===== config.mk =====
export PLATFORM = sky130hd
export DESIGN_NAME = ptsd_queue
export DESIGN_NICKNAME = d
export VERILOG_FILES = /design/src/ptsd_pkg.sv /design/src/ptsd_queue.sv
export SDC_FILE = /design/constraint.sdc
export NUM_CORES = 2
export LEC_CHECK = 0
export BUFFER_PORTS_ARGS = -buffer_cell sky130_fd_sc_hd__buf_2
export CAP_MARGIN = 30
export CORE_AREA = 4 4 398 400
export DETAILED_ROUTE_END_ITERATION = 12
export DIE_AREA = 0 0 402 404
export HOLD_SLACK_MARGIN = 0.15
export PLACE_DENSITY = 0.74
export RECOVER_POWER = 50
export SLEW_MARGIN = 10
export SYNTH_ARGS = -nofsm -noshare
export SYNTH_HDL_FRONTEND = slang
export SYNTH_SLANG_ARGS = --single-unit

===== constraint.sdc =====
create_clock -name i_clk -period 22.1 [get_ports i_clk]
set_input_delay 4.42 -clock i_clk [delete_from_list [all_inputs] [get_ports i_clk]]
set_output_delay 4.42 -clock i_clk [all_outputs]
set_load 0.05 [all_outputs]

===== src/ptsd_pkg.sv =====
// Shared types and constants for the point-to-segment distance block.
package ptsd_pkg;

    localparam int UNIT_BITS    = 30;
    localparam int QUEUE_DEPTH  = 8;
    localparam int FRONT_STAGES = 3;

    typedef struct packed {
        logic signed [31:0] point_x;
        logic signed [31:0] point_y;
        logic signed [31:0] seg_start_x;
        logic signed [31:0] seg_start_y;
        logic signed [31:0] dir_x;
        logic signed [31:0] dir_y;
        logic signed [31:0] seg_length;
    } t_query;

    // classified query: prescaled direction magnitudes plus signs
    typedef struct packed {
        logic signed [31:0] point_x;
        logic signed [31:0] point_y;
        logic signed [31:0] seg_start_x;
        logic signed [31:0] seg_start_y;
        logic signed [31:0] seg_length;
        logic               neg_x;
        logic               neg_y;
        logic               zero;
        logic [31:0]        ax;
        logic [31:0]        ay;
    } t_front_word;

    typedef struct packed {
        logic signed [32:0] fx;
        logic signed [32:0] fy;
        logic signed [31:0] len;
        logic               neg_x;
        logic               neg_y;
        logic               zero;
        logic [31:0]        ax;
        logic [31:0]        ay;
    } t_geo;

    typedef struct packed {
        logic signed [32:0] fx;
        logic signed [32:0] fy;
        logic signed [31:0] len;
        logic               neg_x;
        logic               zero;
    } t_proj;

endpackage


===== src/ptsd_queue.sv =====
// Short word queue between front and back, with an almost-full flag for start gating.
module ptsd_queue (
    input  logic                  i_clk,
    input  logic                  i_rst_n,
    input  logic                  i_push,
    input  ptsd_pkg::t_front_word i_word,
    output logic                  o_valid,
    output ptsd_pkg::t_front_word o_word,
    output logic                  o_almost_full
);
    localparam int DEPTH = ptsd_pkg::QUEUE_DEPTH;
    localparam int AW    = $clog2(DEPTH);

    ptsd_pkg::t_front_word mem [DEPTH];
    logic [AW-1:0] r_wr, r_rd;
    logic [AW:0]   r_count, n_count;
    logic          pop;
    logic          r_out_valid;
    ptsd_pkg::t_front_word r_out;

    assign pop = (r_count != '0);

    always_comb begin
        n_count = r_count;
        if (i_push && !pop) n_count = r_count + 1'b1;
        if (!i_push && pop) n_count = r_count - 1'b1;
    end

    always_ff @(posedge i_clk) begin
        if (i_push) mem[r_wr] <= i_word;
        if (pop) r_out <= mem[r_rd];
        if (!i_rst_n) begin
            r_wr        <= '0;
            r_rd        <= '0;
            r_count     <= '0;
            r_out_valid <= 1'b0;
        end else begin
            if (i_push) r_wr <= r_wr + 1'b1;
            if (pop) r_rd <= r_rd + 1'b1;
            r_count     <= n_count;
            r_out_valid <= pop;
        end
    end

    assign o_valid       = r_out_valid;
    assign o_word        = r_out;
    assign o_almost_full = (r_count >= (AW+1)'(DEPTH - ptsd_pkg::FRONT_STAGES));
endmodule


-- After elaboration in Yosys (flattened, before gate mapping)
Memory sizes are Yosys's and may differ from the RTL's. A register that Yosys moved wholly into a read port is not among the register bits.
Index checks and enable logic that the tools add are counted.
- memories: 1
- ROM bits: 0
- bits in writable memories: 1816
- bits in latches: 0
- word-level logic and storage cells: 20
- flip-flop bits (word level): 11
- bits of input ports: 230
- order comparisons: 1
- equal/unequal tests: 0
- $mul: 0
- bitwise logic cells: 0
- shift-type cells: 0
- add/sub/neg operators: 4
- muxes and demuxes: 4
- reduce and logical (&&, ||, !) cells: 6
- divide/modulo/power cells: 0
- memories (name ; words ; width ; read ports ; clocked after Yosys merged registers in ; write ports ; RTL line ; source):
    mem ; 8 ; 227 ; 1 ; 1 ; 1 ; ptsd_queue.sv:14 ; ptsd_pkg::t_front_word mem [DEPTH];
- operators with widths (operator ; count):
    2-to-1 mux 4 bit ; 2
    adder 3 x 1 -> 3 bit (second input constant) ; 2
    adder 4 x 1 -> 4 bit (second input constant) ; 1
    greater-or-equal comparator 4 x 3 -> 1 bit (second input constant) ; 1
    nonzero test 4 bit ; 1
    subtractor 4 x 1 -> 4 bit (second input constant) ; 1
    logical AND 1 bit ; 2
    zero test 1 bit ; 2
    2-to-1 mux 1 bit ; 2
    nonzero test 2 bit ; 1

-- Depth between registers and ports, before layout
- depth in word-level cells: 5
- depth in mapped cells: 9
- depth with buffers taken out: 8

-- Least setup slack after synthesis
Ideal clock, no wire load.
- path type: input to register
- start: input port i_push
- end: memory mem[0][0] (netlist bit) (enable)
- path slack: 1.220 ns
- stages: 2
- setup time: 1.092 ns
- data arrival time: 19.788 ns
- path through: nand2b_1 nor3_1
- longest elaborated chain between the ends: 2
- ends and longest elaborated chain (item ; RTL line ; source):
    start, declared ; ptsd_queue.sv:5 ; input logic i_push,
    2-to-1 mux 1 bit ; ptsd_queue.sv:30 ; if (i_push) mem[r_wr] <= i_word;
    2-to-1 mux 1 bit (not written as such) ; ptsd_queue.sv:30 ;
    end, declared ; ptsd_queue.sv:14 ;
Every way passes these cells.

-- Final worst setup path
- start: register r_rd[2]
- end: register o_word[99] (netlist name)
- RTL lines (item ; RTL line ; source):
    start, declared ; ptsd_queue.sv:15 ; logic [AW-1:0] r_wr, r_rd;
    start signal, assigned ; ptsd_queue.sv:39 ; if (pop) r_rd <= r_rd + 1'b1;
No word-level cell between the ends.

==> results.yml <==
worst_setup_path:
  timing.rr.end: "o_word[99]$_DFFE_PN_"
  path_cells: "clkbuf_1 -> mux2_2"
  cp.required_ps: 22720
  crit_slowest_cell: "clkbuf_1"
  r2r-start: "r_rd[2]$_SDFFE_PN0N_"
  reg2reg_slack_ps: 11070
  cp.arrival_ps: 11640
  critical_path.top_delay_family: "buffers and inverters"
  start_kind: "flop"
  cp.depth: 2
  crit_fanout: 136
  worstSetupEndpointType: "flop"
  crit_buf_inv: 1
  critPathKind: "flop to flop"
  critical_path.max_stage_delay_ps: 7260
  crit_end: "o_word[99]$_DFFE_PN_"
  startpoint: "r_rd[2]$_SDFFE_PN0N_"
  worst_r2r_path_depth: 2
place:
  place_congestion: 0.722
  dp_hpwl_mm: 84.2
  io_buffers: 458
logic_synthesis:
  synth_cell_type_count: 31
  synth_nets: 3157
  synthSimpleGateAreaFrac_pct: 0.243
  syn_inst: 2922
  synthFlopType: "edfxtp_1"
  synth_top_area_share_pct: 79.6
  synth_edf_count: 2043
  synth_area_leader_cell: "edfxtp_1"
  ys_ff_latch: 2054
  yosysWarningCount: 0
  synth_area_sq_um: 77100
  synth_xor_xnor_area_share_pct: 0.0681
  synth_top_cells_by_count: "edfxtp_1, mux4_1, mux2_2"
  synth_mux_area_share_pct: 18.5
  synth_top_family_by_area: "multiplexers"
  ys_seq_area_share_pct: 79.8
  yosys.area_share.adder_pct: 0.0811
  synth-compound-area-share_pct: 0.0584
  synthTopCellsByArea: "edfxtp_1, mux4_1, mux2_2"
  syn_area_per_cell_sq_um: 26.4
  yosysMostFrequentCell: "edfxtp_1"
  synthArstFlopShare_pct: 0
timing:
  fin_setup_tns_ps: 0
  tightest_slew_ps: 10260
  rsz0062_at_grt: "no"
  fmax_mhz: 90.7
  fin_crit_sh_pct: 49.9
  whs_ps: 490
  finalSetupViolCount: 0
  hold_violations: 0
  finalClockSkew_ps: 63.9
  period_needed_ps: 11030
  slew_viol_final: 562
  slew_headroom_pct: -584
clocking:
  clock_path_buffers: 3
  cts_buffers: 198
  cts.sinks: 2054
  hold_buffers: 0
  root_buffer: "clkbuf_16"
  clk_latency_ps: 850
  cts_tree: "yes"
  htree_levels: 4
  post_cts_resized: 0
  post_cts_buffers: 0
  clkSlewWorstSetupHoldPaths_ps: 70
routing:
  post_drt_wl_per_cell_microns: 26.9
  avgViaCountPerCell: 5.69
  drc: 0
  first_pass_iters: 5
  ant_nets: 0
  drt_iter0_drc: 2711
  wl_mm: 155
  via_count: 32736
pwr:
  p_leak_nw: 28.6
  max-vdd-ir-drop_mv: 0.131
  powerDensity_nw_per_um2: 127
  power_mw: 11.2
die:
  fp.dieH_microns: 404
  rows: 145
  core_sq_um: 155000
  die_w_microns: 402
  ios: 459
  start_util_pct: 49.7
  die-area_sq_um: 162000
layout:
  n_fill_cell: 11054
  layout-drive-gt1-share_pct: 22.2
  final_nets: 3743
  areaGrowthSynthToFinish_pct: 15.0
outcome:
  status: "finished, violations left"
  violations: "max-capacitance violations, max-slew violations"
hold_path:
  hold_class: "flop to flop"
  holdCritStartpoint: "r_count[3]$_SDFFE_PN0P_"
grt:
  grt_use_total_pct: 19.0
  top_usage_layer: "met2"
  gr-usage-met3_pct: 5.35
  gr-usage-met1_pct: 25.8
  grtUsageMet2_pct: 30.6
  grt_max_degree: 160
  grt.overflow.total: 0
  grt_pass1_vias: 33267
  grt_pass1_wl_mm: 227
  antenna_found_initial: 48
flow_run:
  max-cap-violations: 9
## where the power goes
part / leakage [nW] / switching [mW] / internal, mW
combinational: 6.41 / 1.71 / 0.986
clock: 3.42 / 1.45 / 2.14
sequential: 18.8 / 0.171 / 4.77
## cells by family after synthesis
logic type,Yosys count
flip-flops,2054
XOR/XNOR,6
AO/OA/AOI/OAI,7
adder cells (fa/ha/maj),5
multiplexers,685
AND/OR/NAND/NOR,35
buffers and inverters,130
## metal layers
layer / part of all wire, % / vias to the layer above
met1: 41 / 17235
met5: 0.18 / -
met4: 1.8 / 44
met3: 7.7 / 229
li1: - / 14156
met2: 50 / 1072
## layout make-up
type	count	area (sq um)	area share [%]
diodes	22	55.1	0.0621
inverters	1	3.75	0.00423
multi-input cells	738	14700	16.6
clock buffers	229	5090	5.74
well taps	2058	2570	2.90
flip-flops and latches	2054	61600	69.5
clock inverters	140	1990	2.24
repair buffers	515	2670	3.01
## state kept, by name, indices dropped and copies added (netlist names)
signal / flops
r_wr: 3
o_word: 227
mem: 1816
r_rd: 3
r_count: 4
o_valid: 1
## through the flow
step / util, % / std cells / area, sq um / setup slack [ps]
after floorplan: - / 2922 / 77100 / 1220
after global placement: 52.5 / 5356 / 81600 / 14220
after detailed placement: 52.6 / 5362 / 81800 / 14170
after CTS: 57.2 / 5731 / 88800 / 15060
after global routing: 57.1 / 5739 / 88600 / 10430
final: 57.1 / 5757 / 88600 / 11070
## placed cells by master (no fill, tap or decap), types with 4 or more instances in the layout
cell type	instances
nand2_1	6
clkinv_4	5
diode_2	22
nor2_4	6
mux2_1	58
clkbuf_1	266
clkbuf_16	199
ha_1	5
edfxtp_1	2043
inv_6	4
dfxtp_1	10
nand2b_1	6
mux2_2	169
mux4_2	62
clkinv_16	11
buf_12	8
clkinvlp_4	5
buf_4	33
clkinv_1	40
buf_2	230
clkinv_2	34
mux4_1	392
mux2i_1	4
bufinv_16	40
buf_16	8
and2_1	4
## worst min-delay path by stage
stage | endpoint | slack, ps | depth (start not counted)
2_1_floorplan | r_count[3]$_SDFFE_PN0P_ | 450 | 2
6_report | r_count[3]$_SDFFE_PN0P_ | 490 | 2
3_3_place_gp | r_count[3]$_SDFFE_PN0P_ | 470 | 2
4_1_cts | r_count[3]$_SDFFE_PN0P_ | 500 | 2
5_1_grt | r_count[3]$_SDFFE_PN0P_ | 550 | 2
3_5_place_dp | r_count[3]$_SDFFE_PN0P_ | 490 | 2
## tightest hold or removal path, stage by stage (launching register included)
cell     delay, ps
dfxtp_1        330
nand2_1         60
mux2i_1         50
(Power assumes the default switching activity.)
