File: src/ptsd_pkg.sv
// Shared types and constants for the point-to-segment distance block.
package ptsd_pkg;

    localparam int UNIT_BITS    = 30;
    localparam int QUEUE_DEPTH  = 8;
    localparam int FRONT_STAGES = 3;

    typedef struct packed {
        logic signed [31:0] point_x;
        logic signed [31:0] point_y;
        logic signed [31:0] seg_start_x;
        logic signed [31:0] seg_start_y;
        logic signed [31:0] dir_x;
        logic signed [31:0] dir_y;
        logic signed [31:0] seg_length;
    } t_query;

    // classified query: prescaled direction magnitudes plus signs
    typedef struct packed {
        logic signed [31:0] point_x;
        logic signed [31:0] point_y;
        logic signed [31:0] seg_start_x;
        logic signed [31:0] seg_start_y;
        logic signed [31:0] seg_length;
        logic               neg_x;
        logic               neg_y;
        logic               zero;
        logic [31:0]        ax;
        logic [31:0]        ay;
    } t_front_word;

    typedef struct packed {
        logic signed [32:0] fx;
        logic signed [32:0] fy;
        logic signed [31:0] len;
        logic               neg_x;
        logic               neg_y;
        logic               zero;
        logic [31:0]        ax;
        logic [31:0]        ay;
    } t_geo;

    typedef struct packed {
        logic signed [32:0] fx;
        logic signed [32:0] fy;
        logic signed [31:0] len;
        logic               neg_x;
        logic               zero;
    } t_proj;

endpackage

File: src/ptsd_front.sv
// Front end: registers queries, takes direction magnitudes and prescales them.
module ptsd_front (
    input  logic                 i_clk,
    input  logic                 i_rst_n,
    input  logic                 i_valid,
    input  ptsd_pkg::t_query     i_query,
    output logic                 o_valid,
    output ptsd_pkg::t_front_word o_word
);
    logic                  r_v0, r_v1, r_v2;
    ptsd_pkg::t_query      r_q0;
    ptsd_pkg::t_front_word r_s1, r_word;
    ptsd_pkg::t_front_word n_s1, n_word;
    logic [31:0]           r_m1, n_m1;
    logic [31:0]           ax, ay, m;

    always_comb begin
        ax = r_q0.dir_x[31] ? 32'(-r_q0.dir_x) : r_q0.dir_x;
        ay = r_q0.dir_y[31] ? 32'(-r_q0.dir_y) : r_q0.dir_y;
        m  = (ax > ay) ? ax : ay;
        n_s1.point_x     = r_q0.point_x;
        n_s1.point_y     = r_q0.point_y;
        n_s1.seg_start_x = r_q0.seg_start_x;
        n_s1.seg_start_y = r_q0.seg_start_y;
        n_s1.seg_length  = r_q0.seg_length;
        n_s1.neg_x       = r_q0.dir_x[31];
        n_s1.neg_y       = r_q0.dir_y[31];
        n_s1.zero        = (m == 32'd0);
        n_s1.ax          = ax;
        n_s1.ay          = ay;
        n_m1             = m;
        if (n_m1 < 32'h0000_8000) begin
            n_m1 = n_m1 << 16; n_s1.ax = n_s1.ax << 16; n_s1.ay = n_s1.ay << 16;
        end
        if (n_m1 < 32'h0080_0000) begin
            n_m1 = n_m1 << 8; n_s1.ax = n_s1.ax << 8; n_s1.ay = n_s1.ay << 8;
        end
    end

    always_comb begin
        logic [31:0] mm;
        mm     = r_m1;
        n_word = r_s1;
        if (mm < 32'h0800_0000) begin
            mm = mm << 4; n_word.ax = n_word.ax << 4; n_word.ay = n_word.ay << 4;
        end
        if (mm < 32'h2000_0000) begin
            mm = mm << 2; n_word.ax = n_word.ax << 2; n_word.ay = n_word.ay << 2;
        end
        if (mm < 32'h4000_0000) begin
            n_word.ax = n_word.ax << 1; n_word.ay = n_word.ay << 1;
        end
    end

    always_ff @(posedge i_clk) begin
        if (!i_rst_n) begin
            r_v0 <= 1'b0;
            r_v1 <= 1'b0;
            r_v2 <= 1'b0;
        end else begin
            r_v0 <= i_valid;
            r_v1 <= r_v0;
            r_v2 <= r_v1;
        end
        if (i_valid) r_q0 <= i_query;
        r_s1   <= n_s1;
        r_m1   <= n_m1;
        r_word <= n_word;
    end

    assign o_valid = r_v2;
    assign o_word  = r_word;
endmodule

File: config.mk
export PLATFORM = sky130hd
export DESIGN_NAME = ptsd_front
export DESIGN_NICKNAME = d
export VERILOG_FILES = /design/src/ptsd_pkg.sv /design/src/ptsd_front.sv
export SDC_FILE = /design/constraint.sdc
export NUM_CORES = 1
export LEC_CHECK = 0
export BUFFER_PORTS_ARGS = -buffer_cell sky130_fd_sc_hd__clkbuf_2
export CORE_MARGIN = 8
export CORE_UTILIZATION = 35
export CTS_CLUSTER_SIZE = 28
export DETAILED_ROUTE_END_ITERATION = 10
export GPL_ROUTABILITY_DRIVEN = 0
export PLACE_DENSITY_LB_ADDON = 0.25
export SLEW_MARGIN = 40
export SYNTH_ARGS = -nofsm -noshare
export SYNTH_HDL_FRONTEND = slang
export SYNTH_SLANG_ARGS = --single-unit
export TNS_END_PERCENT = 30
File: constraint.sdc
create_clock -name i_clk -period 12.3 [get_ports i_clk]
set_input_delay 2.46 -clock i_clk [delete_from_list [all_inputs] [get_ports i_clk]]
set_output_delay 2.46 -clock i_clk [all_outputs]
set_load 0.01 [all_outputs]
# Yosys cells after proc, flatten, opt, wreduce, memory -nomap -nowiden
# Index checks and enable logic that the tools add are counted.
# classes
addsub,2
n_lt_le_gt_ge,6
n_mux,12
reduce_logical,1
# ops
op,count
$mux W64,5
$mux W32,7
$neg A32 Y32,2
$gt A32 B32 Y1,1
$logic_not A32 Y1,1
$lt A32 B16 Y1 const B,1
$lt A32 B24 Y1 const B,1
$lt A32 B28 Y1 const B,1
$lt A32 B30 Y1 const B,1
$lt A32 B31 Y1 const B,1
# word_totals
reg_bits,713
output_inout_bits,228
elab_cells,57

# Longest topological paths before layout
# Gate-level depths: netlist of the first run.
# depth
depth_word,8
mapped_depth,22
ltp_nobuf,18

# Least setup slack after synthesis of the first run
# Ideal clock, no wire load.
# synth_path
kind,reg-to-reg
start,reg r_q0[41] in the netlist's numbering
end,reg r_s1[31] in the netlist's numbering
setup_time_ns,0.121
arrival_ns,5.204
t_required_ns,12.179
path_slack_ns,6.975
path_stages_with_launch,21
cell_sequence,edfxtp_1 > or4_4 > or4_1 > clkbuf_1 > buf_2 > o41ai_1 > xnor2_1 > inv_1 > ha_1 > nand4_1 > nor4_1 > a32oi_1 > nor2_1 > clkbuf_1 > nand4_1 > a22oi_4 > mux2_1 > buf_6 > buf_8 > mux2i_1 > mux2_2
# synth_rtl
element,line_no,rtl
from (decl),ptsd_front.sv:11,ptsd_pkg::t_query r_q0;
from (signal assigned),ptsd_front.sv:65,if (i_valid) r_q0 <= i_query;
to (signal assigned),ptsd_front.sv:66,r_s1 <= n_s1;
to (decl),ptsd_front.sv:12,"ptsd_pkg::t_front_word r_s1, r_word;"

==> impl_metrics.py, run 1 <==
metrics = {
    "detailed_routing": {
        "wl_per_cell_um": 20.1,
        "vias": 14437,
        "first_pass_iters": 5,
        "drc": 0,
        "avgViaCountPerCell": 4.72,
        "routed_wl_um": 61700,
        "initialDrtViolationCount": 866,
        "ant_nets": 0,
    },
    "worst_setup_path": {
        "crit_path_end_kind": "flip-flop",
        "cp_slowest_cell": "mux2_2",
        "rr_worst_depth": 19,
        "start_kind": "flip-flop",
        "crit_fanout": 72,
        "worstPathRequired_ns": 12.75,
        "critPathTopFamily": "simple AND/OR/NAND/NOR gates",
        "r2r-start": "r_q0[69]",
        "r2r_end": "r_s1[49]",
        "setup.worst_path.class": "flip-flop to flip-flop",
        "cp.arrival_ns": 7.98,
        "cp-startpoint": "r_q0[69]",
        "worst-path-buf-inv": 3,
        "cp_num_cells": 19,
        "cpPeakStageDelay_ns": 0.77,
        "path_cells": "or4_1 > or4_1 > or4_1 > o31ai_1 > xnor2_1 > ha_1 > nand4_1 > nor4_1 > nor2b_1 > o31a_1 > nor2_2 > buf_4 > nand4b_1 > a22oi_4 > buf_4 > mux2_2 > buf_4 > mux2i_1 > o22ai_1",
        "rrSetupSlack_ns": 4.77,
    },
    "pwr": {
        "comb_power_share_pct": 18.4,
        "p_leak_nw": 11.8,
        "intPower_mw": 4.36,
        "p_switching_mw": 1.70,
        "ir_drop_mv": 0.145,
        "seqPwrFrac_pct": 45.8,
        "clkPwrFrac_pct": 35.8,
        "p_per_area_nw_per_um2": 215,
        "p_sw_share_pct": 28.0,
    },
    "die": {
        "die_w_um": 269,
        "core_um2": 63200,
        "fp-row-count": 92,
        "start_util_pct": 35.5,
        "io-pin-count": 455,
        "dieArea_um2": 72400,
        "die_h_um": 269,
    },
    "timing": {
        "slew_headroom_pct": 41.0,
        "maxSlewViolCount": 0,
        "finalWorstSetupSlack_ns": 4.77,
        "tns_ns": 0,
        "finalCriticalPeriod_ns": 7.53,
        "setup_viol": 0,
        "clock-skew-final_ns": 0.0248,
        "hold_viol_final": 0,
        "max_freq_mhz": 133,
        "rsz0062_at_grt": "no",
        "worst_pin_slew_ns": 0.879,
        "post-route-period-util_pct": 61.2,
    },
    "logic_synthesis": {
        "ys_ff_latch": 689,
        "ys.flop_type": "dfxtp_1",
        "synth.distinct_cells": 65,
        "synth_nets": 1930,
        "synth.avg_cell_area_um2": 13.4,
        "yosys.area_share.simple_pct": 8.52,
        "synth_top_family_by_area": "simple AND/OR/NAND/NOR gates",
        "yosysTopAreaCell": "dfxtp_1",
        "synth_xor_area_share_pct": 2.27,
        "yosysWarningCount": 0,
        "synth_edf_count": 224,
        "netlist_top_cells_area": "dfxtp_1, edfxtp_1, mux2i_1",
        "async_flop_share_pct": 0,
        "syn_area_um2": 22400,
        "synth_compound_area_share_pct": 6.21,
        "syn_inst": 1669,
        "synth_top_area_share_pct": 41.5,
        "synthAdderAreaFrac_pct": 1.90,
        "ys_seq_area_share_pct": 71.6,
        "synth.mux.area_fraction_pct": 7.56,
    },
    "clock_tree": {
        "cts_hold_buf": 0,
        "cts_tree": "built",
        "numClockSinks": 689,
        "cts_resized": 0,
        "clk_path_buf_depth": 3,
        "post-cts-setup-buffer-count": 0,
        "root_buffer": "clkbuf_16",
        "cts_buffers": 71,
        "clock_latency_ns": 0.62,
        "clk_pin_slew_ns": 0.06,
        "cts.htree.levels": 3,
    },
    "place": {
        "pre_cts_slack_ns": 4.94,
        "dp_hpwl_um": 46700,
        "port_buffers": 454,
    },
    "finish": {
        "syn2layout_area_growth_pct": 25.8,
        "drive_above_1_share_pct": 28.8,
        "layout_common_cells": "dfxtp_1, clkbuf_2, edfxtp_1",
        "nets": 2413,
        "final_common_cell": "dfxtp_1",
    },
    "grt": {
        "grt_start_max_net_pins": 101,
        "grt_pass1_wl_um": 90800,
        "grt-ovfl-total": 0,
        "antenna_found_initial": 8,
        "grt_pass1_vias": 14928,
        "track_usage_pct": 16.4,
    },
    "status": {
        "status": "completed",
    },
    "min_path": {
        "worst_hold_path.num_cells": 0,
        "hold_end": "o_word[224]",
        "min_from": "n_word[224]",
        "min_path_type": "flip-flop to flip-flop",
    },
    "flow_run": {
        "maxCapViolCount": 0,
    },
}
registers in the layout (all words and copies together) (netlist names):
name and count:
r_v0 1, r_v1 1, r_q0 62, o_word 227, r_m1 8, o_valid 1, n_s1 162, r_s1 64
n_word 163
cell families (layout without fill, tap and decap cells):
logic type / Yosys count / in the layout
muxes: 167 / 167
AOI/OAI and AO/OA: 205 / 205
xor gates and xnor gates: 58 / 58
other: 0 / 6
buffers and inverters: 109 / 649
and+or+nand+nor: 407 / 407
adders and majority gates: 34 / 34
DFF: 689 / 689
worst reg2reg max path, delay by kind of cell (launching register included):
kind | cells | cell delay, ns
AOI/OAI and AO/OA | 4 | 0.81
xor gates and xnor gates | 1 | 0.18
adders and majority gates | 1 | 0.33
buffers and inverters | 3 | 1.46
DFF | 1 | 0.43
muxes | 2 | 1.08
and+or+nand+nor | 8 | 3.07
synth_stat cells (6+ instances only):
cell type    n
or4_1       14
nand2b_1     9
a31oi_1      6
mux2_2      16
a211oi_1    24
buf_1        6
o31ai_1     22
o41ai_1     11
nor2_1      68
mux2i_1    150
ha_1        34
dfxtp_1    465
and2_1       7
nor4_1      15
and3_1       7
edfxtp_1   224
xnor2_1     45
nand2_1    199
inv_1       37
o211ai_1     6
xor2_1      13
nor2b_1     10
a21oi_1     41
nand4_1     14
o22ai_1     14
clkbuf_1    58
nand4b_1     7
or3_1       17
o21ai_0     43
nor3_1      16
nand3_1     10
power groups by stage:
stage	registers, mW	logic (mW)	clock network (mW)
floorplan	2.87	0.609	0
global placement	2.82	1.12	0
detailed placement	2.83	1.13	0
CTS	2.78	1.13	2.23
global route	2.80	1.23	2.32
finish	2.77	1.11	2.17
cell type report:
cell class                      count  area (um^2)
Multi-Input combinational cell    871         5980
Fill cell                        5801        35000
Antenna cell                        6         15.0
Timing Repair Buffer              482         2510
Clock buffer                       97         2040
Sequential cell                   689        16000
Clock inverter                     33          420
Tap cell                          846         1060
Inverter                           37          139
worst max-delay path by stage:
stage / slack [ns] / endpoint
floorplan: 6.97 / r_s1[31]
global placement: 5.20 / r_s1[61]
detailed placement: 4.94 / r_s1[49]
CTS: 4.94 / r_s1[49]
global route: 4.45 / r_s1[60]
finish: 4.77 / r_s1[49]
routing by layer:
layer  GRT usage (%)  share of wire, %
met3            7.00               9.9
met5               0             0.089
met4            5.25               2.4
met2            26.9                48
met1            19.3                40
per-stage QoR:
step	power [mW]	cell area [um^2]	hold slack [ns]	instances	util [%]
4_1_cts	6.14	28200	0.322	3055	44.6
3_3_place_gp	3.94	25700	0.310	2923	40.6
6_report	6.06	28200	0.321	3061	44.6
5_1_grt	6.36	28200	0.323	3057	44.6
2_1_floorplan	3.47	22400	0.310	1669	-
3_5_place_dp	3.95	25700	0.312	2925	40.7
Note: power is estimated with default switching activity, not from simulation.
==> run 2, diff against run 1 <==
==> constraint.sdc (replaced) <==
create_clock -name i_clk -period 6.9 [get_ports i_clk]
set_input_delay 1.38 -clock i_clk [delete_from_list [all_inputs] [get_ports i_clk]]
set_output_delay 1.38 -clock i_clk [all_outputs]
set_load 0.01 [all_outputs]
==> run 2 against run 1 <==
Clock skew increased by 0.013 ns. Die area unchanged. Global-route usage increased by 0.15 points. Clock power is 81% higher. Register-to-register slack worse by 4.1 ns. Non-clock buffer count grew 10. Sequential cell count unchanged. Total power increased by 79%. Critical path type unchanged.
==> impl_metrics.py, run 2 (synthesis gave the netlist of run 1 again) <==
metrics = {
    "clock_tree": {
        "cts_tree": "built",
        "post-cts-setup-buffer-count": 0,
        "cts_resized": 0,
        "cts_buffers": 72,
        "cts_hold_buf": 0,
        "clock_latency_ns": 0.63,
        "clk_path_buf_depth": 3,
        "clk_pin_slew_ns": 0.06,
        "cts.htree.levels": 3,
        "numClockSinks": 689,
        "root_buffer": "clkbuf_16",
    },
    "detailed_routing": {
        "ant_nets": 0,
        "avgViaCountPerCell": 4.71,
        "wl_per_cell_um": 20.1,
        "vias": 14461,
        "drc": 0,
        "routed_wl_um": 61800,
        "initialDrtViolationCount": 927,
        "first_pass_iters": 5,
    },
    "worst_setup_path": {
        "critPathTopFamily": "simple AND/OR/NAND/NOR gates",
        "cp_slowest_cell": "or4_1",
        "setup.worst_path.class": "flip-flop to flip-flop",
        "start_kind": "flip-flop",
        "path_cells": "or4_4 > or4_1 > o41ai_1 > xnor2_1 > inv_1 > ha_1 > nand4_1 > nor4_1 > a32oi_1 > nor2_2 > or4b_4 > a22oi_4 > mux2_2 > buf_12 > and3_1 > or3_1",
        "worst-path-buf-inv": 2,
        "crit_path_end_kind": "flip-flop",
        "cp.arrival_ns": 6.77,
        "worstPathRequired_ns": 7.41,
        "crit_fanout": 15,
        "cpPeakStageDelay_ns": 0.78,
    },
    "timing": {
        "clock-skew-final_ns": 0.0382,
        "maxSlewViolCount": 0,
        "tns_ns": 0,
        "post-route-period-util_pct": 90.7,
        "rsz0062_at_grt": "no",
        "max_freq_mhz": 160,
        "finalCriticalPeriod_ns": 6.26,
        "whs_ns": 0.320,
        "slew_headroom_pct": 42.1,
        "hold_viol_final": 0,
        "worst_pin_slew_ns": 0.868,
        "setup_viol": 0,
    },
    "die": {
        "core_um2": 63200,
        "fp-row-count": 92,
        "start_util_pct": 35.5,
        "die_h_um": 269,
        "die_w_um": 269,
        "io-pin-count": 455,
        "dieArea_um2": 72400,
    },
    "pwr": {
        "power_mw": 10.9,
        "ir_drop_mv": 0.227,
        "p_per_area_nw_per_um2": 384,
        "p_leak_nw": 11.9,
    },
    "flow_run": {
        "maxCapViolCount": 0,
    },
    "grt": {
        "grt_pass1_vias": 15162,
        "antenna_found_initial": 6,
        "grt_pass1_wl_um": 91900,
        "grt-ovfl-total": 0,
        "grt_start_max_net_pins": 134,
        "track_usage_pct": 16.5,
    },
    "place": {
        "dp_hpwl_um": 46900,
        "port_buffers": 454,
    },
    "finish": {
        "drive_above_1_share_pct": 28.7,
        "syn2layout_area_growth_pct": 26.4,
        "largest_register_ffs": 227,
        "nets": 2424,
        "final_common_cell": "dfxtp_1",
        "layout_common_cells": "dfxtp_1, clkbuf_2, edfxtp_1",
    },
    "status": {
        "status": "completed",
    },
    "min_path": {
        "min_path_type": "flip-flop to flip-flop",
    },
}
## run 2: changes by cell type in the layout (fill, tap and decap cells not counted), sizes merged
cell / previous run / this run
diode: 6 / 2
bufinv: 4 / 6
clkinv: 25 / 15
inv: 38 / 43
clkbuf: 550 / 556
clkinvlp: 3 / 2
buf: 29 / 39
## run 2: metal layers
metal  wire (um)  global-route usage (%)  up-vias
met5          55                       0        -
li1            -                       -     6917
met2       30000                    27.7      529
met4        1110                    4.31        8
met3        6320                    7.17      102
met1       24400                    19.3     6905
## run 2: worst paths after layout
kind	start	to	slack [ns]	cells after the start
setup / recovery	r_q0[41]	r_s1[22]	0.64	16
hold / removal	n_word[211]	o_word[211]	0.32	0
setup reg to reg	r_q0[41]	r_s1[22]	0.64	16
hold reg to reg	n_word[211]	o_word[211]	0.32	0
## run 2: final cells by class
type,count,area (um^2)
fill,5741,34900
multi-input combinational,871,5980
inverter,37,139
clock buffer,103,2020
clock inverter,29,439
sequential,689,16000
timing repair buffer,492,2640
tap,846,1060
antenna,2,5.00
## run 2: through the flow
| step | instance area, um^2 | util (%) | instances | setup slack [ns] |
|---|---|---|---|---|
| 2_1_floorplan | 22400 | - | 1669 | 1.57 |
| 5_1_grt | 28300 | 44.8 | 3067 | 0.349 |
| 3_3_place_gp | 25800 | 40.8 | 2934 | 0.719 |
| 4_1_cts | 28300 | 44.8 | 3067 | 0.668 |
| 6_report | 28300 | 44.8 | 3069 | 0.638 |
| 3_5_place_dp | 25800 | 40.9 | 2935 | 0.700 |
## run 2: worst reg2reg max path, stage by stage (launching register included)
cell and delay [ns]:
edfxtp_1 0.45, or4_4 0.56, or4_1 0.78, o41ai_1 0.54, xnor2_1 0.25, inv_1 0.16, ha_1 0.33, nand4_1 0.17
nor4_1 0.38, a32oi_1 0.14, nor2_2 0.42, or4b_4 0.54, a22oi_4 0.18, mux2_2 0.53, buf_12 0.23, and3_1 0.18
or3_1 0.30
## run 2: where the power goes
| part | switching [mW] | total, mW | leakage, nW | internal (mW) |
|---|---|---|---|---|
| Clock | 1.61 | 3.92 | 1.18 | 2.31 |
| Sequential | 0.209 | 4.95 | 6.11 | 4.74 |
| Combinational | 1.21 | 2.00 | 4.57 | 0.791 |
| Total | 3.03 | 10.9 | 11.9 | 7.84 |
==> run 3, diff against run 2 <==
--- a/config.mk
+++ b/config.mk
@@ -12,6 +12,7 @@
 export DETAILED_ROUTE_END_ITERATION = 10
 export GPL_ROUTABILITY_DRIVEN = 0
 export PLACE_DENSITY_LB_ADDON = 0.25
+export RECOVER_POWER = 50
 export SLEW_MARGIN = 40
 export SYNTH_ARGS = -nofsm -noshare
 export SYNTH_HDL_FRONTEND = slang
==> run 3 against run 2 <==
Sequential cell count stayed put. Worst setup slack worse by 0.025 ns. Clock power is essentially flat. Critical path type unchanged. First-iteration DRC count is 3.7% higher. Die area unchanged. Wire length up 0.11%. The flow now finishes with violations (max-capacitance violations, max-slew violations). Total power barely moved. Global-route usage unchanged. Final cell count unchanged. Cell area decreased by 0.13%.
==> impl_metrics.py, run 3 (synthesis gave the netlist of run 1 again) <==
metrics = {
    "status": {
        "status": "complete, but fails checks",
        "violations": "max-capacitance violations, max-slew violations",
    },
    "detailed_routing": {
        "routed_wl_um": 61900,
        "vias": 14484,
        "first_pass_iters": 5,
        "initialDrtViolationCount": 961,
        "ant_nets": 0,
        "wl_per_cell_um": 20.2,
        "avgViaCountPerCell": 4.72,
        "drc": 0,
    },
    "die": {
        "start_util_pct": 35.5,
        "core_um2": 63200,
        "die_h_um": 269,
        "die_w_um": 269,
        "fp-row-count": 92,
        "io-pin-count": 455,
        "dieArea_um2": 72400,
    },
    "clock_tree": {
        "cts_buffers": 72,
        "clock_latency_ns": 0.62,
        "clk_path_buf_depth": 3,
        "cts_tree": "built",
        "cts_hold_buf": 0,
        "cts.htree.levels": 3,
        "post-cts-setup-buffer-count": 0,
        "cts_resized": 0,
        "numClockSinks": 689,
        "clk_pin_slew_ns": 0.06,
        "root_buffer": "clkbuf_16",
    },
    "worst_setup_path": {
        "cp.arrival_ns": 6.79,
        "setup.worst_path.class": "flip-flop to flip-flop",
        "worstPathRequired_ns": 7.40,
        "crit_fanout": 15,
        "start_kind": "flip-flop",
        "crit_path_end_kind": "flip-flop",
    },
    "grt": {
        "grt_start_max_net_pins": 134,
        "grt_use_met2_pct": 27.7,
        "grt_pass1_wl_um": 91900,
        "antenna_found_initial": 6,
        "grt-ovfl-total": 0,
        "top_usage_layer": "met2",
        "grtUsageMet3_pct": 7.17,
        "grt_pass1_vias": 15162,
        "grtUsageMet1_pct": 19.3,
        "track_usage_pct": 16.5,
    },
    "timing": {
        "rsz0062_at_grt": "no",
        "post-route-period-util_pct": 91.1,
        "finalCriticalPeriod_ns": 6.29,
        "maxSlewViolCount": 94,
        "setup_viol": 0,
        "slew_headroom_pct": -257,
        "max_freq_mhz": 159,
        "whs_ns": 0.320,
        "finalWorstSetupSlack_ns": 0.613,
        "clock-skew-final_ns": 0.0386,
        "worst_pin_slew_ns": 5.35,
        "hold_viol_final": 0,
        "tns_ns": 0,
    },
    "finish": {
        "seqCellArea_um2": 16000,
        "fillCellCount": 5749,
        "nets": 2424,
        "drive_above_1_share_pct": 27.8,
        "layout_common_cells": "dfxtp_1, clkbuf_2, edfxtp_1",
        "largest_register_ffs": 227,
        "multi_input_area_um2": 5980,
        "fin_area_um2": 28300,
        "syn2layout_area_growth_pct": 26.2,
        "final_common_cell": "dfxtp_1",
    },
    "flow_run": {
        "maxCapViolCount": 1,
    },
    "min_path": {
        "min_path_type": "flip-flop to flip-flop",
    },
    "pwr": {
        "p_per_area_nw_per_um2": 384,
        "seqPwrFrac_pct": 45.6,
        "p_switching_mw": 3.03,
        "intPower_mw": 7.84,
        "comb_power_share_pct": 18.4,
        "ir_drop_mv": 0.227,
        "p_sw_share_pct": 27.9,
        "clkPwrFrac_pct": 36.0,
        "p_leak_nw": 11.8,
    },
    "place": {
        "placed_cell_area_um2": 25800,
        "dp_hpwl_um": 46900,
        "pre_cts_slack_ns": 0.700,
        "port_buffers": 454,
    },
}
==> run 3: cell types whose count changed in the layout (fill, tap and decap cells not counted), sizes merged <==
cell    change
clkbuf      +2
buf         -2
==> run 3: worst paths after layout <==
check | from | to | slack, ns | cells after the start
worst max-delay path | r_q0[41] | r_s1[22] | 0.61 | 16
worst min-delay path | n_word[93] | o_word[93] | 0.32 | 0
worst max register to register | r_q0[41] | r_s1[22] | 0.61 | 16
worst min register to register | n_word[93] | o_word[93] | 0.32 | 0
==> run 3: per-layer routing <==
metal  share of wire (%)  vias to the layer above
met3                  10                       98
met2                  49                      537
met1                  39                     6926
li1                    -                     6915
met5               0.086                        -
met4                 1.7                        8
==> run 3: layout make-up <==
type                            instances  share of cell area [%]
Inverter                               37                   0.491
Antenna cell                            2                  0.0177
Multi-Input combinational cell        871                    21.2
Clock buffer                          103                    7.14
Tap cell                              846                    3.74
Clock inverter                         29                    1.55
Timing Repair Buffer                  492                    9.19
Sequential cell                       689                    56.7
==> run 3: worst max-delay path, cell delays in order, from the launching register on <==
cell      delay (ns)
edfxtp_1        0.45
or4_4           0.56
or4_1           0.78
o41ai_1         0.55
xnor2_1         0.25
inv_1           0.17
ha_1            0.34
nand4_1         0.17
nor4_1          0.39
a32oi_1         0.14
nor2_2          0.42
or4b_4          0.53
a22oi_4         0.18
mux2_2          0.53
buf_12          0.22
and3_1          0.17
or3_1           0.30
==> run 3: power groups by stage <==
| stage | Combinational, mW | Clock, mW | Sequential, mW |
|---|---|---|---|
| global route | 2.23 | 4.20 | 5.01 |
| floorplan | 1.09 | 0 | 5.11 |
| finish | 2.00 | 3.91 | 4.95 |
| global placement | 2.01 | 0 | 5.02 |
| CTS | 2.04 | 4.02 | 4.96 |
| detailed placement | 2.03 | 0 | 5.04 |
==> run 3: through the flow <==
step | util, % | total power, mW | cells
floorplan | - | 6.19 | 1669
global placement | 40.8 | 7.03 | 2934
CTS | 44.8 | 11.0 | 3067
detailed placement | 40.9 | 7.07 | 2935
global route | 44.7 | 11.4 | 3067
finish | 44.7 | 10.9 | 3069
